## config.mk

```make
export PLATFORM = sky130hd
export DESIGN_NAME = rdcc_dabble_cell
export DESIGN_NICKNAME = d
export VERILOG_FILES = /design/src/rdcc_pkg.sv /design/src/rdcc_dabble_cell.sv
export SDC_FILE = /design/constraint.sdc
export NUM_CORES = 1
export LEC_CHECK = 0
export BUFFER_PORTS_ARGS = -buffer_cell sky130_fd_sc_hd__buf_4
export CAP_MARGIN = 20
export CORE_MARGIN = 2
export CORE_UTILIZATION = 44
export CTS_BUF_LIST = sky130_fd_sc_hd__clkbuf_4 sky130_fd_sc_hd__clkbuf_8
export DETAILED_ROUTE_END_ITERATION = 8
export GPL_ROUTABILITY_DRIVEN = 0
export GPL_TIMING_DRIVEN = 0
export PLACE_DENSITY = 0.76
export SLEW_MARGIN = 20
export SYNTH_ARGS = -nofsm -noshare
export SYNTH_HDL_FRONTEND = slang
export SYNTH_SLANG_ARGS = --single-unit
```

## constraint.sdc

```tcl
create_clock -name clock -period 1.2 [get_ports clock]
set_input_delay 0.24 -clock clock [delete_from_list [all_inputs] [get_ports clock]]
set_output_delay 0.24 -clock clock [all_outputs]
set_load 0.1 [all_outputs]
```

## src/rdcc_pkg.sv

```systemverilog
`timescale 1ns / 1ps

package rdcc_pkg;

   // widths fixed by the request and result fields
   localparam int KIND_W    = 2;
   localparam int OPERAND_W = 60;
   localparam int RESULT_W  = 60;

   // longest coded number, in decimal digits
   localparam int DIGITS    = 18;
   localparam int DIGIT_W   = 4;
   localparam int BCD_W     = DIGIT_W * DIGITS;
   localparam int OCT_BITS  = 3 * DIGITS;

   // one double-dabble cell per operand bit, one accumulate cell per digit
   localparam int DABBLE_CELLS = OPERAND_W;
   localparam int HORNER_CELLS = DIGITS;

   localparam logic [KIND_W-1:0] KIND_OCT_DEC = 2'd0;
   localparam logic [KIND_W-1:0] KIND_OCT_ENC = 2'd1;
   localparam logic [KIND_W-1:0] KIND_BIN_DEC = 2'd2;
   localparam logic [KIND_W-1:0] KIND_BIN_ENC = 2'd3;

   function automatic logic [OPERAND_W-1:0] dec_limit();
      longint unsigned p;
      p = 64'd1;
      for (int i = 0; i < DIGITS; i++) begin
         p = p * 64'd10;
      end
      return OPERAND_W'(p);
   endfunction

   localparam logic [OPERAND_W-1:0] DEC_LIMIT = dec_limit();

   typedef struct packed {
      logic [KIND_W-1:0]    kind;
      logic [OPERAND_W-1:0] operand;
   } rdcc_req_type;

   typedef struct packed {
      logic [RESULT_W-1:0] result;
      logic                overflow;
   } rdcc_rsp_type;

   // state carried along the double-dabble chain
   typedef struct packed {
      logic [KIND_W-1:0]    kind;
      logic                 ovf;
      logic [OPERAND_W-1:0] shreg;
      logic [BCD_W-1:0]     bcd;
   } rdcc_dab_type;

   // state carried along the accumulate chain
   typedef struct packed {
      logic [KIND_W-1:0]   kind;
      logic                ovf;
      logic [BCD_W-1:0]    digits;
      logic [RESULT_W-1:0] acc;
   } rdcc_hor_type;

endpackage

```

## src/rdcc_dabble_cell.sv

```systemverilog
`timescale 1ns / 1ps

module rdcc_dabble_cell (
   input  logic                  clock,
   input  logic                  reset,
   input  logic                  en,
   input  logic                  vld_in,
   input  rdcc_pkg::rdcc_dab_type dat_in,
   output logic                  vld_out,
   output rdcc_pkg::rdcc_dab_type dat_out
);
   import rdcc_pkg::*;

   logic         vld_ff;
   rdcc_dab_type dat_ff;
   rdcc_dab_type stage_in;
   logic [BCD_W-1:0] adj;

   always_comb begin
      adj = dat_in.bcd;
      for (int j = 0; j < DIGITS; j++) begin
         if (adj[j*DIGIT_W +: DIGIT_W] >= 4'd5) begin
            adj[j*DIGIT_W +: DIGIT_W] = adj[j*DIGIT_W +: DIGIT_W] + 4'd3;
         end
      end
      stage_in.kind  = dat_in.kind;
      stage_in.ovf   = dat_in.ovf;
      stage_in.bcd   = {adj[BCD_W-2:0], dat_in.shreg[OPERAND_W-1]};
      // rotate, so the operand is whole again at the end of the chain
      stage_in.shreg = {dat_in.shreg[OPERAND_W-2:0], dat_in.shreg[OPERAND_W-1]};
   end

   always_ff @(posedge clock) begin
      if (reset) begin
         vld_ff <= 1'b0;
      end else if (en) begin
         vld_ff <= vld_in;
      end
   end

   always_ff @(posedge clock) begin
      if (en) begin
         dat_ff <= stage_in;
      end
   end

   assign vld_out = vld_ff;
   assign dat_out = dat_ff;

endmodule

```

==> impl_metrics.sql <==
INSERT INTO impl_metrics (metric_group, metric, value, unit) VALUES
('logic_synthesis', 'synth.yosys.warnings', '0', ''),
('power_and_ir_drop', 'leakage', '0.00428', 'uW'),
('sta', 'slew_violations', '0', ''),
('logic_synthesis', 'synth_top_flop_cell', 'edfxtp_1', ''),
('die', 'die-width', '119', 'um'),
('sta', 'clock.fmax', '689', 'MHz'),
('clock_tree', 'ctsRootBufferMaster', 'clkbuf_8', ''),
('logic_synthesis', 'yosysTopAreaCell', 'edfxtp_1', ''),
('route', 'drtIter0Drc', '317', ''),
('flow_run', 'cap_violations', '0', ''),
('sta', 'setup_ws', '-252', 'ps'),
('placement', 'placement.setup.worst_slack', '-204', 'ps'),
('critical_path', 'worst_setup_path_start_kind', 'register', ''),
('worst_hold_path', 'hold_path_depth', '3', ''),
('global_route', 'gr-total-overflow', '0', ''),
('clock_tree', 'htree_num_levels', '4', ''),
('sta', 'period_minus_slack', '1450', 'ps'),
('logic_synthesis', 'ys_top_cells_by_area', 'edfxtp_1, ha_1, nand2_1', ''),
('critical_path', 'worst-setup-path-type', 'register to output pin', ''),
('logic_synthesis', 'synth-seq-area-share', '0.689', ''),
('clock_tree', 'insertion_delay', '430', 'ps'),
('critical_path', 'cp.arrival', '1210', 'ps'),
('die', 'floorplan.die_area', '14300', 'um2'),
('sta', 'fin_worst_skew', '0', 'ps'),
('global_route', 'grt_antenna_before_repair', '0', ''),
('route', 'drc_errors', '0', ''),
('sta', 'maxSlewHeadroom', '0.673', ''),
('clock_tree', 'clk_pin_slew_worst_paths', '70', 'ps'),
('worst_hold_path', 'timing.hold.worst.start', 'vld_in', ''),
('worst_hold_path', 'min_delay_worst_endpoint', 'vld_out$_SDFFE_PP0P_', ''),
('global_route', 'number_of_global_route_vias_before_repair', '4782', ''),
('route', 'drt_pre_antenna_iters', '4', ''),
('die', 'floorplan.initialDensity', '0.447', ''),
('route', 'route.vias.total', '4566', ''),
('global_route', 'global_route.usage.total', '0.216', ''),
('power_and_ir_drop', 'fin_total_pwr', '15100', 'uW'),
('finish', 'insertedDiodeCount', '0', ''),
('die', 'boundaryPins', '275', ''),
('status', 'violated_checks', 'setup timing', ''),
('logic_synthesis', 'synth-edff-count', '134', ''),
('critical_path', 'rr_startpoint', 'vld_out$_SDFFE_PP0P_', ''),
('critical_path', 'worst-path-max-fanout', '2', ''),
('die', 'num_rows', '42', ''),
('logic_synthesis', 'postSynthAreaPerCell', '13.9', 'um2'),
('power_and_ir_drop', 'power.density', '1540', 'nW/um2'),
('logic_synthesis', 'postSynthRegisterBits', '135', ''),
('sta', 'worst-slew-pin-transition', '490', 'ps'),
('logic_synthesis', 'mappedNetlistArea', '5870', 'um2'),
('finish', 'finalInstanceArea', '9770', 'um2'),
('global_route', 'wire_length_of_the_first_global_routing_pass', '23500', 'um'),
('sta', 'min_period_over_period', '1.21', ''),
('clock_tree', 'clk_path_buf_depth', '2', ''),
('route', 'avgViaCountPerCell', '4.72', ''),
('critical_path', 'critical_path.reg2reg.endpoint', 'vld_out$_SDFFE_PP0P_', ''),
('clock_tree', 'tritoncts', 'done', ''),
('sta', 'setup_violators_final', '135', ''),
('logic_synthesis', 'netlist-cell-type-count', '13', ''),
('sta', 'rsz0062_at_grt', 'true', ''),
('logic_synthesis', 'post_synth_inst_count', '422', ''),
('placement', 'port_buffers', '274', ''),
('route', 'remaining_antenna_violation_count_after_routing', '0', ''),
('die', 'chip_height', '119', 'um'),
('sta', 'final-hold-violation-count', '0', ''),
('clock_tree', 'cts_sinks', '135', ''),
('route', 'totalWireLength', '15300', 'um'),
('clock_tree', 'cts_inserted_buffers', '17', ''),
('logic_synthesis', 'syn-num-nets', '597', ''),
('status', 'status', 'finished, violations left', ''),
('placement', 'dpl-instance-area', '8200', 'um2'),
('finish', 'drive_gt1_frac', '0.412', ''),
('critical_path', 'regToRegSetupSlack', '550', 'ps');
## stage by stage
stage                      util  hold WS (ps)  cells  setup TNS [ps]
after floorplan               -           305    422            -269
after global placement    0.621           392    872          -96960
after detailed placement  0.624           398    873          -17560
after CTS                 0.743          50.1    968          -13310
after global routing      0.744          64.1    968          -16330
final                     0.744          83.6    968           -8790
## repair_timing
item                                   4_1_cts  5_1_grt
setup buffers                                0        0
endpoints found under the hold margin       64        0
cloned                                       0        0
setup endpoints to repair                  136      136
pin swaps                                    0        0
gates resized for setup                    139        3
hold buffers                                64        0
## cells by family (layout without fill, tap and decap cells)
group,Yosys count,count (layout),share of synthesized area
AO/OA/AOI/OAI,52,52,0.0559
XOR/XNOR,18,18,0.0269
adder cells (fa/ha/maj),36,36,0.0767
buffers and inverters,37,407,0.0243
flip-flops,135,135,0.689
multiplexers,19,19,0.0324
AND/OR/NAND/NOR,125,125,0.0949
## cell type report
type / instances / area [um2]
Tap cell: 176 / 220
Timing Repair Buffer: 339 / 3270
Sequential cell: 135 / 4050
Multi-Input combinational cell: 250 / 1680
Fill cell: 811 / 3370
Buffer: 1 / 20.0
Clock buffer: 18 / 241
Clock inverter: 13 / 156
Inverter: 36 / 135
## critical path, cell delays in order (launching register included)
cell and delay, ps:
edfxtp_1 460, buf_12 160, buf_12 150
## registers in the layout, indices dropped and copies added, names as in the netlist
signal and cells:
vld_out 1, dat_out 134
## metal layers
layer / GRT usage / share of wire / vias to the layer above
met5: 0 / 0 / -
met1: 0.211 / 0.34 / 2116
met3: 0.0808 / 0.085 / 33
met4: 0.0919 / 0.029 / 0
met2: 0.405 / 0.55 / 226
li1: - / - / 2191
## where the power goes
group	total [uW]	switching, uW	internal [uW]
Clock	3780	1720	2060
Combinational	5350	3860	1490
Sequential	5930	217	5710
## worst max-delay path by stage
stage / endpoint / slack (ps) / depth (start not counted) / startpoint
2_1_floorplan: dat_out[72] / -270 / 1 / dat_out[72]$_DFFE_PP_
3_3_place_gp: vld_out$_SDFFE_PP0P_ / -740 / 3 / en
3_5_place_dp: dat_out[104]$_DFFE_PP_ / -200 / 2 / en
4_1_cts: dat_out[72] / -260 / 2 / dat_out[72]$_DFFE_PP_
5_1_grt: dat_out[72] / -300 / 2 / dat_out[72]$_DFFE_PP_
6_report: dat_out[72] / -250 / 2 / dat_out[72]$_DFFE_PP_
## cells in the final DEF (no fill, tap or decap), drive strengths merged
master         n
nand2         71
xnor2         18
nand2b        35
a21oi         18
buf          276
bufinv         3
o21ai         34
clkbuf        18
dlygate4sd3   64
dfxtp          1
inv           37
clkinv         7
clkinvlp       2
nor2          19
edfxtp       134
ha            36
mux2i         19
(Power assumes the default switching activity.)
