### config.mk
export PLATFORM = sky130hd
export DESIGN_NAME = rdcc_horner_cell
export DESIGN_NICKNAME = d
export VERILOG_FILES = /design/src/rdcc_pkg.sv /design/src/rdcc_horner_cell.sv
export SDC_FILE = /design/constraint.sdc
export NUM_CORES = 1
export LEC_CHECK = 0
export BUFFER_PORTS_ARGS = -buffer_cell sky130_fd_sc_hd__buf_2
export CORE_ASPECT_RATIO = 2
export CORE_MARGIN = 2
export CORE_UTILIZATION = 50
export DETAILED_ROUTE_END_ITERATION = 6
export GPL_TIMING_DRIVEN = 1
export PLACE_DENSITY = 0.78
export SYNTH_ARGS = -nofsm -noshare
export SYNTH_HDL_FRONTEND = slang
export SYNTH_SLANG_ARGS = --single-unit
### constraint.sdc
create_clock -name clock -period 3.5 [get_ports clock]
set_clock_uncertainty 0.1 [all_clocks]
set_input_delay 0.525 -clock clock [delete_from_list [all_inputs] [get_ports clock]]
set_output_delay 0.525 -clock clock [all_outputs]
set_load 0.01 [all_outputs]
### src/rdcc_pkg.sv
`timescale 1ns / 1ps

package rdcc_pkg;

   // widths fixed by the request and result fields
   localparam int KIND_W    = 2;
   localparam int OPERAND_W = 60;
   localparam int RESULT_W  = 60;

   // longest coded number, in decimal digits
   localparam int DIGITS    = 18;
   localparam int DIGIT_W   = 4;
   localparam int BCD_W     = DIGIT_W * DIGITS;
   localparam int OCT_BITS  = 3 * DIGITS;

   // one double-dabble cell per operand bit, one accumulate cell per digit
   localparam int DABBLE_CELLS = OPERAND_W;
   localparam int HORNER_CELLS = DIGITS;

   localparam logic [KIND_W-1:0] KIND_OCT_DEC = 2'd0;
   localparam logic [KIND_W-1:0] KIND_OCT_ENC = 2'd1;
   localparam logic [KIND_W-1:0] KIND_BIN_DEC = 2'd2;
   localparam logic [KIND_W-1:0] KIND_BIN_ENC = 2'd3;

   function automatic logic [OPERAND_W-1:0] dec_limit();
      longint unsigned p;
      p = 64'd1;
      for (int i = 0; i < DIGITS; i++) begin
         p = p * 64'd10;
      end
      return OPERAND_W'(p);
   endfunction

   localparam logic [OPERAND_W-1:0] DEC_LIMIT = dec_limit();

   typedef struct packed {
      logic [KIND_W-1:0]    kind;
      logic [OPERAND_W-1:0] operand;
   } rdcc_req_type;

   typedef struct packed {
      logic [RESULT_W-1:0] result;
      logic                overflow;
   } rdcc_rsp_type;

   // state carried along the double-dabble chain
   typedef struct packed {
      logic [KIND_W-1:0]    kind;
      logic                 ovf;
      logic [OPERAND_W-1:0] shreg;
      logic [BCD_W-1:0]     bcd;
   } rdcc_dab_type;

   // state carried along the accumulate chain
   typedef struct packed {
      logic [KIND_W-1:0]   kind;
      logic                ovf;
      logic [BCD_W-1:0]    digits;
      logic [RESULT_W-1:0] acc;
   } rdcc_hor_type;

endpackage

### src/rdcc_horner_cell.sv
`timescale 1ns / 1ps

module rdcc_horner_cell (
   input  logic                  clock,
   input  logic                  reset,
   input  logic                  en,
   input  logic                  vld_in,
   input  rdcc_pkg::rdcc_hor_type dat_in,
   output logic                  vld_out,
   output rdcc_pkg::rdcc_hor_type dat_out
);
   import rdcc_pkg::*;

   logic         vld_ff;
   rdcc_hor_type dat_ff;
   rdcc_hor_type stage_in;
   logic [RESULT_W-1:0] digit;

   always_comb begin
      digit = RESULT_W'(dat_in.digits[BCD_W-1 -: DIGIT_W]);
      stage_in        = dat_in;
      stage_in.digits = dat_in.digits << DIGIT_W;
      // acc = acc * radix + digit, radix taken from the request kind
      case (dat_in.kind)
         KIND_OCT_DEC: stage_in.acc = (dat_in.acc << 3) + digit;
         KIND_BIN_DEC: stage_in.acc = (dat_in.acc << 1) + digit;
         default:      stage_in.acc = (dat_in.acc << 3) + (dat_in.acc << 1) + digit;
      endcase
   end

   always_ff @(posedge clock) begin
      if (reset) begin
         vld_ff <= 1'b0;
      end else if (en) begin
         vld_ff <= vld_in;
      end
   end

   always_ff @(posedge clock) begin
      if (en) begin
         dat_ff <= stage_in;
      end
   end

   assign vld_out = vld_ff;
   assign dat_out = dat_ff;

endmodule

==> impl_metrics.toml, run 1 <==
[status]
status = "finished, violations left"
violations = "design-rule violations"

[synthesis]
synthDominantCellAreaShare_pct = 33.41
synthArstFlopShare_pct = 0
syn_inst = 1307
ys_types = 79
synthMostInstantiatedCell = "nand2_1"
synth-seq-cells = 132
synthFlopType = "edfxtp_1"
synthTopCellsByArea = "edfxtp_1 33%, ha_1 12%, xnor2_1 6.1%"
yosysSeqAreaShare_pct = 33.58
ys_top_cells_by_count = "143 x nand2_1, 131 x edfxtp_1, 117 x ha_1"
yosys_warnings = 0
synth_area_per_cell_um2 = 9.007
synth_area_leader_cell = "edfxtp_1"
synth_area_um2 = 11770
synth_edf_count = 131

[sta]
tightest_slew_ps = 683.3
setup_viol = 0
slew_headroom_pct = 54.45
finalMaxSlewViolations = 0
rsz0062_at_grt = "yes"
holdWs_ps = 142.9
fin_crit_ps = 3482
fin_crit_sh_pct = 99.49
worst_slack_ps = 17.97
hold_viol_final = 0
fmax_ghz = 0.2872

[place]
dpl_cell_area_um2 = 15150
hpwl_um = 33480
pre_cts_ws_ps = -491.3
gp_congestion = 1.031
port_buffers = 269

[grt]
antenna_found_initial = 1
grtUsageMet3_pct = 4.026
grt_pass1_wl_um = 63130
grt_pass1_vias = 12610
gr-total-overflow = 0
use_met2_pct = 61.82
grt_max_degree = 89
use_met1_pct = 29.20
grt.busiest_layer = "met2"
track_usage_pct = 32.47

[cts]
path_clk_slew_ps = 60
clk_path_buf_depth = 2
cts_buffers = 17
cts_tree = "built"
cts_htree_levels = 4
cts_sinks = 132
postCtsHoldBufs = 0
cts_root_buf = "clkbuf_16"
clk-insertion-delay-late_ps = 430

[power_and_ir_drop]
power_density_nw_per_um2 = 379.2
ir_drop_uv = 506.7
leakage_nw = 7.176

[layout]
n_fill_cell = 1840
design_area_um2 = 16030
drive_gt1_share_pct = 34.42
antenna_cells = 0
areaGrowthSynthToFinish_pct = 36.18
nNetsFinal = 2053

[worst_setup_path]
ff2ff_setup_slack_ps = 2820
crit_arrival_ps = 3540
critPathKind = "in -> reg"
path_max_fanout = 4
crit_path_end_kind = "flip-flop"
worstSetupStartpointType = "primary input"
cp.required_ps = 3550

[run]
drv_cap = 0

[routing]
via_per_inst = 5.846
totalWireLength_um = 41490
drcViolationCount = 2
drt_iter0_markers = 686
vias = 12220
drt_first_pass_iters = 7
detail-route-antenna-nets = 0
drt-wirelength-per-cell_um = 19.85

[die]
start_util_pct = 50.68
coreArea_um2 = 23230
die-area_um2 = 24860
die_x_um = 112.5
ioPinCount = 275
rows = 79
fp.dieH_um = 221

[worst_hold_path]
hold_path.class = "in -> reg"
-- logic make-up (layout without fill, tap and decap cells) --
family                     after synthesis  count (layout)  share of synthesized area [%]
DFF                                    132             132                          33.58
and+or+nand+nor                        469             469                          19.43
muxes                                   21              21                          1.796
AOI/OAI and AO/OA                      312             312                          17.19
buffers and inverters                   96             593                          3.422
other                                    1               4                        0.03185
xor gates and xnor gates               156             156                          11.61
adders and majority gates              120             120                          12.95
-- routing by layer --
metal	part of all wire (%)	vias to the layer above
met1	33	5732
met5	0.041	-
met2	54	514
met4	9.4	2
li1	-	5763
met3	4.2	207
-- per-stage QoR --
stage	utilization [%]	setup TNS (ps)	power, mW	cells
after floorplan	-	0	3.157	1310
after global placement	65.22	-8643	4.124	2053
after detailed placement	65.22	-9936	4.170	2053
after CTS	67.79	-33.61	6.028	2085
after global routing	69.02	-52.65	6.379	2090
final	69.02	0	6.080	2090
-- worst max-delay path, cell delays in order --
cell,delay (ps)
buf_6,100
fa_2,490
ha_4,300
a211oi_4,60
o211ai_2,230
a31o_4,200
o41ai_4,60
buf_4,170
a2111oi_4,470
o21ai_4,90
buf_12,160
o311ai_4,310
buf_4,180
or2_1,90
a32oi_1,90
-- sequential cells by signal (all words and copies together) (netlist names) --
| register | count |
|---|---|
| dat_out | 131 |
| vld_out | 1 |
-- cell type report --
| type | count | area [um^2] | area share, % |
|---|---|---|---|
| Multi-Input combinational cell | 1082 | 7654 | 47.74 |
| Clock buffer | 17 | 425.4 | 2.654 |
| Sequential cell | 132 | 3954 | 24.66 |
| Inverter | 31 | 116.4 | 0.7258 |
| Tap cell | 283 | 354.1 | 2.209 |
| Clock inverter | 15 | 170.2 | 1.061 |
| Timing Repair Buffer | 530 | 3358 | 20.95 |
-- power breakdown --
part | switching (mW) | internal (mW)
Combinational | 1.22 | 1.02
Sequential | 0.0434 | 1.95
Clock | 0.774 | 1.07
Total | 2.04 | 4.04
-- layout by cell type (no fill, tap or decap), types with 8 or more instances in the layout --
master,n
xnor2_1,81
nor2b_1,9
edfxtp_1,131
o21bai_1,13
o21ai_0,75
o211ai_1,9
nor4_1,9
nand4_1,45
ha_1,106
nor2_1,107
buf_2,266
xor2_1,74
nand3_1,37
clkbuf_16,17
or3_1,10
buf_4,259
inv_1,31
ha_4,10
a21oi_1,105
nor3_1,26
a211oi_1,8
a21o_1,29
and3_1,31
nand2_1,143
mux2i_1,20
nand2b_1,12
-- timing repair --
item                                   4_1_cts  5_1_grt
setup endpoints to repair                    3       18
resized for setup                            1       33
buffers inserted                             0        6
endpoints found under the hold margin        0        0
pin swaps                                    2       18
-- worst paths after layout --
check | from | cells after the start | endpoint
max reg2reg | vld_out | 2 | vld_out
max | dat_in[2] | 15 | dat_out[57]
min reg2reg | vld_out | 2 | vld_out
min | reset | 2 | vld_out
Note: power is estimated with default switching activity, not from simulation.
==> inputs of run 2 (changes only) <==
--- a/config.mk
+++ b/config.mk
@@ -12,6 +12,7 @@
 export DETAILED_ROUTE_END_ITERATION = 6
 export GPL_TIMING_DRIVEN = 1
 export PLACE_DENSITY = 0.78
+export REMOVE_ABC_BUFFERS = 1
 export SYNTH_ARGS = -nofsm -noshare
 export SYNTH_HDL_FRONTEND = slang
 export SYNTH_SLANG_ARGS = --single-unit
==> constraint.sdc (replaced) <==
create_clock -name clock -period 3.5 [get_ports clock]
set_clock_uncertainty 0.1 [all_clocks]
set_input_delay 0.525 -clock clock [delete_from_list [all_inputs] [get_ports clock]]
set_output_delay 0.525 -clock clock [all_outputs]
set_load 0.005 [all_outputs]
==> run 2 against run 1 <==
Effect of this change:
- the run ends with negative setup slack left
- non-clock buffer count fell by 4
- maximum frequency shrank 0.68%
- via count shrank 0.14%
- flip-flop and latch count unchanged
- hold slack better by 1.9 ps
- die area stayed put
- largest power group unchanged
==> impl_metrics.toml, run 2 (synthesized netlist as in run 1, its figures left out) <==
[routing]
drt_iter0_markers = 779
drt_first_pass_iters = 7
vias = 12200
detail-route-antenna-nets = 0
drcViolationCount = 0
via_per_inst = 5.846
totalWireLength_um = 43140
drt-wirelength-per-cell_um = 20.67

[status]
status = "finished, violations left"
violations = "negative setup slack"

[layout]
layout_commonest_cell = "buf_2"
n_fill_cell = 1841
largest_reg_flops = 131
final_cell_mix = "267 x buf_2, 254 x buf_4, 143 x nand2_1, 131 x edfxtp_1"
multiInputGateArea_um2 = 7615
instances_no_fill = 2087
design_area_um2 = 15960
nNetsFinal = 2049
areaGrowthSynthToFinish_pct = 35.60
drive_gt1_share_pct = 33.83
regArea_um2 = 3954
fin_util_pct = 68.73

[worst_setup_path]
cp.required_ps = 3560
worstSetupStartpointType = "primary input"
path_max_fanout = 4
crit_path_end_kind = "flip-flop"
critPathKind = "in -> reg"
crit_arrival_ps = 3560

[sta]
slew_headroom_pct = 43.16
fmax_ghz = 0.2852
holdWs_ps = 144.8
finalMaxSlewViolations = 0
tightest_slew_ps = 844.9
fin_tns_setup_ps = -5.992
worst_slack_ps = -5.992
fin_crit_ps = 3506
hold_viol_final = 0
fin_crit_sh_pct = 100.2
rsz0062_at_grt = "yes"
setup_viol = 1

[cts]
cts_root_buf = "clkbuf_16"
path_clk_slew_ps = 60
cts_sinks = 132
postCtsHoldBufs = 0
cts_buffers = 17
cts_htree_levels = 4
cts_tree = "built"
clk-insertion-delay-late_ps = 430
clk_path_buf_depth = 2

[power_and_ir_drop]
p_switching_mw = 1.974
ir_drop_uv = 383.0
total_power_mw = 6.075
leakage_nw = 7.190
p_seq_share_pct = 32.9
swShare_pct = 32.50
power_density_nw_per_um2 = 380.5
p_int_mw = 4.101
p_clk_share_pct = 30.9
p_comb_share_pct = 36.2

[die]
fp.dieH_um = 221
die-area_um2 = 24860
coreArea_um2 = 23230
rows = 79
start_util_pct = 50.68
ioPinCount = 275
die_x_um = 112.5

[worst_hold_path]
hold_path.class = "in -> reg"

[run]
drv_cap = 0

[grt]
use_met1_pct = 30.66
grt_pass1_vias = 12450
grt.busiest_layer = "met2"
track_usage_pct = 34.21
use_met2_pct = 63.27
grt_pass1_wl_um = 65570
grtUsageMet3_pct = 6.245
antenna_found_initial = 3
grt_max_degree = 84
gr-total-overflow = 0

[place]
dp.cells = 2049
gp_congestion = 1.055
dpl_cell_area_um2 = 15120
pre_cts_ws_ps = -521.3
hpwl_um = 35000
port_buffers = 269
run 2: cell count changes in the layout (fill, tap and decap cells not counted), moves of 2 or more:
cell and delta:
buf_4 -5, clkinv_2 +3, ha_1 +3, ha_4 -3, a211oi_1 -2, a21oi_2 -2, clkinvlp_4 -2, inv_6 -2
nor2_1 +2, nor2_2 -2
run 2: worst paths after layout:
check,startpoint,to,slack [ps],depth (start not counted)
max,dat_in[2],dat_out[49],-6,13
min,reset,vld_out,140,2
max reg2reg,vld_out,vld_out,2820,2
min reg2reg,vld_out,vld_out,410,2
run 2: repair_timing:
| action | CTS | global route |
|---|---|---|
| resized for setup | 2 | 29 |
| pin swaps | 4 | 16 |
| setup buffers | 1 | 4 |
| endpoints found under the setup margin | 6 | 22 |
run 2: metal layers:
layer	part of all wire [%]	up-vias	routed length, um
met5	0.035	-	15
met4	10	4	4490
met3	5.6	221	2413
met1	31	5658	13580
li1	-	5763	-
met2	52	555	22640
run 2: worst max-delay path, cell delays in order:
cell and delay [ps]:
buf_2 120, fa_2 480, ha_4 300, a211oi_4 60, o211ai_2 260, a31o_4 230
o41ai_4 80, buf_4 170, a2111oi_4 460, o21ai_4 160, o311ai_4 380, mux2i_1 230
nand4_1 110
run 2: power by group through the flow:
stage | Clock (mW) | Combinational [mW] | Sequential, mW
after floorplan | 0 | 0.975 | 2.05
after global routing | 1.97 | 2.39 | 2.01
after CTS | 1.90 | 2.12 | 2.00
final | 1.87 | 2.20 | 2.00
after detailed placement | 0 | 2.10 | 2.03
after global placement | 0 | 2.05 | 2.03
run 2: layout make-up:
type	count	share of cell area (%)
antenna	1	0.01568
clock buffer	18	2.688
clock inverter	14	1.105
inverter	31	0.7289
multi-input combinational	1082	47.70
sequential	132	24.77
tap	283	2.218
timing repair buffer	526	20.78
